### config.mk
export PLATFORM = sky130hd
export DESIGN_NAME = hsl_to_rgb_integer
export DESIGN_NICKNAME = d
export VERILOG_FILES = /design/src/design/hsl2rgb_pkg.sv /design/src/design/hsl_to_rgb_integer.sv
export SDC_FILE = /design/constraint.sdc
export NUM_CORES = 2
export LEC_CHECK = 0
export ABC_CLOCK_PERIOD_IN_PS = 6200
export CAP_MARGIN = 20
export CORE_ASPECT_RATIO = 2
export CORE_UTILIZATION = 30
export DETAILED_ROUTE_END_ITERATION = 16
export DONT_BUFFER_PORTS = 1
export GPL_TIMING_DRIVEN = 0
export HOLD_SLACK_MARGIN = 0.02
export PLACE_DENSITY = 0.51
export SLEW_MARGIN = 15
export SYNTH_ARGS = -nofsm -noshare
export SYNTH_HDL_FRONTEND = slang
export SYNTH_SLANG_ARGS = --single-unit
### constraint.sdc
create_clock -name clk -period 6.2 [get_ports clk]
set_input_delay 1.24 -clock clk [delete_from_list [all_inputs] [get_ports clk]]
set_output_delay 1.24 -clock clk [all_outputs]
set_load 0.02 [all_outputs]
### src/design/hsl2rgb_pkg.sv
// ----------------------------------------------------------------------------
// hsl2rgb_pkg
// Shared constants and a helper function for the integer HSL to RGB pipeline.
// ----------------------------------------------------------------------------
package hsl2rgb_pkg;

	// number of register stages from input transfer to result strobe
	localparam int unsigned PIPE_DEPTH = 6;

	localparam int unsigned NUM_CH = 3;
	localparam int unsigned CH_RED   = 0;
	localparam int unsigned CH_GREEN = 1;
	localparam int unsigned CH_BLUE  = 2;

	localparam logic [6:0] PCT_MAX   = 7'd100;
	localparam logic [6:0] LIGHT_MID = 7'd50;

	localparam logic [8:0] DEG_THIRD      = 9'd120;
	localparam logic [8:0] DEG_HALF       = 9'd180;
	localparam logic [8:0] DEG_TWO_THIRDS = 9'd240;
	localparam logic [8:0] DEG_SIXTH      = 9'd60;
	localparam logic [15:0] DEG_TURN      = 16'd360;

	// floor(h/360) = (h * HUE_RECIP) >> HUE_SHIFT, exact for every 16-bit h
	localparam logic [31:0] HUE_RECIP = 32'd46604;
	localparam int unsigned HUE_SHIFT = 24;

	// ramp*255/600000 = ((ramp*17) >> 6) / 625, and /625 as a reciprocal
	localparam logic [35:0] LEVEL_RECIP = 36'd214749;
	localparam int unsigned LEVEL_SHIFT = 27;

	localparam logic [5:0] WEIGHT_FULL = 6'd60;

	// ramp position on the span between the two helper levels, 0..60
	function automatic logic [5:0] ramp_weight(input logic [8:0] h);
		logic [8:0] fall;
		fall = DEG_TWO_THIRDS - h;
		if (h < DEG_SIXTH) begin
			return h[5:0];
		end else if (h < DEG_HALF) begin
			return WEIGHT_FULL;
		end else if (h < DEG_TWO_THIRDS) begin
			return fall[5:0];
		end else begin
			return 6'd0;
		end
	endfunction

endpackage

### src/design/hsl_to_rgb_integer.sv
// Registered path: the input transfer reaches the done strobe through stages s1 to s6.
// Throughput: one item per cycle; busy stays low, start is taken every cycle.
// Results show for one cycle with done; the receiver cannot stall the pipe.
// Latency is set by the six register stages; nothing feeds back, so an item enters every cycle.
// Reset (arst_n low, asynchronous) clears the stage valid bits only.
// ----------------------------------------------------------------------------
// hsl_to_rgb_integer
// Integer HSL to RGB conversion, hue in degrees, S and L in percent.
// ----------------------------------------------------------------------------
module hsl_to_rgb_integer (
	input  logic        clk,
	input  logic        arst_n,
	input  logic        start,
	output logic        busy,
	input  logic [15:0] hue_deg,
	input  logic [7:0]  sat_pct,
	input  logic [7:0]  light_pct,
	output logic        done,
	output logic [7:0]  red_level,
	output logic [7:0]  green_level,
	output logic [7:0]  blue_level
);

	localparam int unsigned NCH = hsl2rgb_pkg::NUM_CH;

	logic valid_s1, valid_s2, valid_s3, valid_s4, valid_s5, valid_s6;

	logic [31:0] hprod_s1;
	logic [15:0] hue_s1;
	logic [6:0]  sat_s1, light_s1;

	logic [8:0]  hue_s2;
	logic [13:0] hi_s2;
	logic [6:0]  light_s2;

	logic [13:0] lo_s3, span_s3;
	logic [NCH-1:0][5:0] weight_s3;

	logic [NCH-1:0][19:0] ramp_s4;
	logic [NCH-1:0][17:0] scaled_s5;
	logic [NCH-1:0][7:0]  level_s6;

	logic [7:0]  hue_quot;
	logic [15:0] hue_mod_full;
	logic [14:0] hi_full;
	logic [14:0] lo_full;
	logic [13:0] span_next;
	logic [8:0]  hue_red, hue_blue;
	logic [NCH-1:0][5:0]  weight_next;
	logic [NCH-1:0][19:0] ramp_next;
	logic [NCH-1:0][23:0] times17;
	logic [NCH-1:0][35:0] level_prod;

	assign busy = 1'b0;

	always_ff @(posedge clk or negedge arst_n) begin
		if (!arst_n) begin
			valid_s1 <= 1'b0;
			valid_s2 <= 1'b0;
			valid_s3 <= 1'b0;
			valid_s4 <= 1'b0;
			valid_s5 <= 1'b0;
			valid_s6 <= 1'b0;
		end else begin
			valid_s1 <= start && !busy;
			valid_s2 <= valid_s1;
			valid_s3 <= valid_s2;
			valid_s4 <= valid_s3;
			valid_s5 <= valid_s4;
			valid_s6 <= valid_s5;
		end
	end

	// stage 1: clamp, start the hue reduction
	always_ff @(posedge clk) begin
		hprod_s1 <= 32'(hue_deg) * hsl2rgb_pkg::HUE_RECIP;
		hue_s1   <= hue_deg;
		sat_s1   <= (sat_pct > 8'(hsl2rgb_pkg::PCT_MAX)) ? hsl2rgb_pkg::PCT_MAX : sat_pct[6:0];
		light_s1 <= (light_pct > 8'(hsl2rgb_pkg::PCT_MAX)) ?
			hsl2rgb_pkg::PCT_MAX : light_pct[6:0];
	end

	// stage 2: hue modulo 360 and the upper helper level
	always_comb begin
		hue_quot     = hprod_s1[hsl2rgb_pkg::HUE_SHIFT +: 8];
		hue_mod_full = hue_s1 - 16'(hue_quot) * hsl2rgb_pkg::DEG_TURN;
		if (light_s1 < hsl2rgb_pkg::LIGHT_MID) begin
			hi_full = 15'(light_s1) * (15'(hsl2rgb_pkg::PCT_MAX) + 15'(sat_s1));
		end else begin
			hi_full = (15'(light_s1) + 15'(sat_s1)) * 15'(hsl2rgb_pkg::PCT_MAX)
				- 15'(sat_s1) * 15'(light_s1);
		end
	end

	always_ff @(posedge clk) begin
		hue_s2   <= hue_mod_full[8:0];
		hi_s2    <= hi_full[13:0];
		light_s2 <= light_s1;
	end

	// stage 3: lower level, span and per-channel ramp weights
	always_comb begin
		lo_full   = 15'(light_s2) * 15'd200 - 15'(hi_s2);
		span_next = hi_s2 - lo_full[13:0];
		hue_red   = (hue_s2 < hsl2rgb_pkg::DEG_TWO_THIRDS) ?
			hue_s2 + hsl2rgb_pkg::DEG_THIRD : hue_s2 - hsl2rgb_pkg::DEG_TWO_THIRDS;
		hue_blue  = (hue_s2 >= hsl2rgb_pkg::DEG_THIRD) ?
			hue_s2 - hsl2rgb_pkg::DEG_THIRD : hue_s2 + hsl2rgb_pkg::DEG_TWO_THIRDS;
		weight_next[hsl2rgb_pkg::CH_RED]   = hsl2rgb_pkg::ramp_weight(hue_red);
		weight_next[hsl2rgb_pkg::CH_GREEN] = hsl2rgb_pkg::ramp_weight(hue_s2);
		weight_next[hsl2rgb_pkg::CH_BLUE]  = hsl2rgb_pkg::ramp_weight(hue_blue);
	end

	always_ff @(posedge clk) begin
		lo_s3     <= lo_full[13:0];
		span_s3   <= span_next;
		weight_s3 <= weight_next;
	end

	// stages 4 to 6, one lane per channel
	always_comb begin
		for (int c = 0; c < NCH; c++) begin
			ramp_next[c]  = 20'(lo_s3) * 20'(hsl2rgb_pkg::WEIGHT_FULL)
				+ 20'(span_s3) * 20'(weight_s3[c]);
			times17[c]    = (24'(ramp_s4[c]) << 4) + 24'(ramp_s4[c]);
			level_prod[c] = 36'(scaled_s5[c]) * hsl2rgb_pkg::LEVEL_RECIP;
		end
	end

	always_ff @(posedge clk) begin
		for (int c = 0; c < NCH; c++) begin
			ramp_s4[c]   <= ramp_next[c];
			scaled_s5[c] <= times17[c][23:6];
			level_s6[c]  <= level_prod[c][hsl2rgb_pkg::LEVEL_SHIFT +: 8];
		end
	end

	assign done        = valid_s6;
	assign red_level   = level_s6[hsl2rgb_pkg::CH_RED];
	assign green_level = level_s6[hsl2rgb_pkg::CH_GREEN];
	assign blue_level  = level_s6[hsl2rgb_pkg::CH_BLUE];

endmodule

==> impl_metrics.py <==
metrics = {
    "yosys": {
        "yosysWarnings": 0,
        "ys_ff_latch": 245,
        "synth_area_leader_cell": "fa_1",
        "ys_types": 80,
        "synthArstFlopShare_pct": 2.45,
        "synth_edf_count": 0,
        "synth_top_area_share_pct": 32.7,
        "seq_area_frac_synth_pct": 11.2,
        "synth_area_leaders": "fa_1 33%, ha_1 24%, inv_1 11%",
        "synthCells": 4667,
        "syn_area_um2": 43900,
        "postSynthAreaPerCell_um2": 9.41,
        "synth-main-ff-cell": "dfxtp_1",
    },
    "clock_network": {
        "h-tree-depth": 1,
        "cts.sinks": 245,
        "clock_latency_ps": 660,
        "clk_pin_slew_ps": 70,
        "root_buffer": "clkbuf_16",
        "clk_path_buf_depth": 3,
        "cts_tree": "done",
        "numCtsBuffers": 30,
        "hold_buffers": 0,
    },
    "setup_path": {
        "r2r_cells": 23,
        "cp_max_fo": 7,
        "cp_slowest_cell": "fa_1",
        "path_cells": "clkbuf_16 > clkinvlp_4 > ha_4 > nor2_1 > nor2_2 > xnor2_1 > ha_1 > ha_1 > inv_1 > fa_1 > inv_1 > ha_4 > xnor2_2 > ha_1 > fa_1 > fa_1 > inv_1 > ha_1 > and3_1 > a211oi_2 > o21ai_1 > xnor2_2 > mux2i_1",
        "cp_common_cell": "ha_1",
        "slowest_delay_ps": 550,
        "worstPathArrival_ps": 6550,
        "worstSetupEndpointType": "flop",
        "startpoint_type": "flop",
        "critPathRequiredTime_ps": 6710,
        "critPathKind": "flop to flop",
    },
    "sta": {
        "finalHoldViolations": 0,
        "skew_ps": 55.8,
        "tightest_slew_ps": 956,
        "setup_violations": 0,
        "post-route-min-period_ps": 6030,
        "drv_slew": 0,
        "setup-tns-final_ps": 0,
        "relSlewSlack_pct": 36.0,
        "fmax_mhz": 166,
        "fin_crit_sh_pct": 97.3,
    },
    "finish": {
        "layout-drive-gt1-share_pct": 3.24,
        "final_core_util_pct": 32.9,
        "fill_cells": 15200,
        "finalNetCount": 6306,
        "area_growth_pct": 8.97,
    },
    "run": {
        "drv_cap": 0,
    },
    "die": {
        "initial_core_util_pct": 30.2,
        "pin_count": 61,
        "dieWidth_um": 273,
        "fp.dieH_um": 543,
        "die_area_um2": 148000,
        "rows": 198,
        "core_um2": 145000,
    },
    "global_route": {
        "grt_pass1_wl_mm": 175,
        "grt_pass1_vias": 33900,
        "overflow": 0,
        "grt_max_degree": 16,
        "grtUsageTotal_pct": 15.2,
        "antenna_found_initial": 1,
    },
    "drt": {
        "wl_per_cell_um": 16.4,
        "num_vias": 30200,
        "drtAntennaViolNets": 0,
        "via_per_inst": 4.55,
        "drt_pass1_iterations": 5,
        "totalWireLength_mm": 109,
        "drt_iter0_drc": 831,
        "drc_errors": 0,
    },
    "place": {
        "dp_hpwl_mm": 98.3,
        "gp_congestion": 0.921,
        "io_buffers": 0,
    },
    "status": {
        "outcome": "finished clean",
    },
    "worst_hold_path": {
        "hold_class": "primary input to asynchronous set/reset pin",
    },
}
==> critical path, delay by kind of cell (launching register included) <==
| kind | cells | cell delay, ps |
|---|---|---|
| AOI/OAI and AO/OA | 2 | 390 |
| xor gates and xnor gates | 3 | 790 |
| adders and majority gates | 9 | 3330 |
| buffers and inverters | 5 | 420 |
| DFF | 1 | 370 |
| muxes | 1 | 120 |
| and+or+nand+nor | 3 | 460 |
==> routing by layer <==
layer	vias to the layer above	share of wire [%]	global-route usage, %
met5	-	0	0
met1	15000	30	12.6
li1	14600	-	-
met4	0	7.5	10.0
met2	416	61	32.9
met3	256	1.7	0.955
==> cells in the mapped netlist (all sizes together), types with 22 or more instances <==
master  instances
or3            22
a21oi         168
fa            717
o21ai         117
nor2          121
dfxtp         239
nand2b         22
inv          1281
ha            828
a211oi         23
clkbuf         56
nand2         284
xnor2         166
xor2           76
a21o           50
nor3           46
and2          133
nand3          39
nor2b          30
o21a           30
==> final timing paths <==
kind,startpoint,end,slack [ps]
setup reg to reg,sat_s1[2]$_SDFF_PN1_,hi_s2[13]$_DFF_P_,170
min in group clk,hue_s1[1]$_DFF_P_,hue_s2[1]$_DFF_P_,330
max in group asynchronous,arst_n,done$_DFF_PN0_,5870
hold reg to reg,hue_s1[1]$_DFF_P_,hue_s2[1]$_DFF_P_,330
setup / recovery,sat_s1[2]$_SDFF_PN1_,hi_s2[13]$_DFF_P_,170
hold / removal,arst_n,valid_s2$_DFF_PN0_,260
==> cell usage in the layout, fill, tap and decap left out, drive strengths merged, types with 7 or more instances in the layout <==
cell    instances
inv          1288
ha            828
fa            717
nand2         284
dfxtp         239
a21oi         168
xnor2         166
and2          133
nor2          121
o21ai         117
clkbuf         89
xor2           76
a21o           50
nor3           46
nand3          39
nor2b          30
o21a           30
buf            24
a211oi         23
nand2b         22
or3            22
and3           20
o21bai         18
a31oi          18
nand4          17
o211ai         14
o31ai          12
or2            10
conb           10
nor4            8
clkinv          8
o41ai           7
==> stage by stage <==
step	area, um2	cells	hold WS (ps)	setup WS [ps]
after global routing	47900	6651	229	-24.5
final	47900	6651	262	167
after global placement	46300	6575	315	-1420
after floorplan	43900	4675	310	439
after CTS	47700	6641	198	21.2
after detailed placement	46400	6579	313	-1410
==> registers in the layout, summed over array words and instances, names as in the netlist, 6 cells and up <==
signal / flops
hue_s1: 9
sat_s1: 7
lo_s3: 14
hprod_s1: 6
hue_s2: 9
green_level: 8
ramp_s4: 57
weight_s3: 18
blue_level: 8
light_s1: 7
span_s3: 13
hi_s2: 14
red_level: 8
scaled_s5: 54
light_s2: 7
==> repair_timing <==
| action | 4_1_cts | 5_1_grt |
|---|---|---|
| pin swaps | 9 | 15 |
| gates cloned | 0 | 0 |
| resized for setup | 32 | 25 |
| buffers inserted | 6 | 9 |
| endpoints found under the setup margin | 10 | 9 |
| hold endpoints to repair | 0 | 0 |
==> cell type report <==
cell class / instances / area, um2 / area share, %
Multi-Input combinational cell: 3088 / 34200 / 71.5
Clock buffer: 33 / 782 / 1.63
Tap cell: 1900 / 2380 / 4.97
Timing Repair Buffer: 19 / 143 / 0.298
Sequential cell: 245 / 4950 / 10.3
Antenna cell: 1 / 2.50 / 0.00523
Inverter: 1281 / 4810 / 10.1
Buffer: 61 / 259 / 0.541
Clock inverter: 23 / 298 / 0.622
==> logic make-up (layout without fill, tap and decap cells) <==
kind of cell / count (synthesis) / after routing / share of synthesized area (%)
xor+xnor: 242 / 242 / 4.84
mux: 10 / 10 / 0.248
fa+ha+maj: 1545 / 1545 / 56.3
buf+inv: 1342 / 1417 / 11.5
other cells: 2 / 11 / 0.0171
compound gates: 512 / 512 / 7.38
simple gates: 769 / 769 / 8.51
flops: 245 / 245 / 11.2
Power is left out: the tool's default activity adds up to more than one toggle a clock period on the data nets, which glitch-free logic cannot reach.
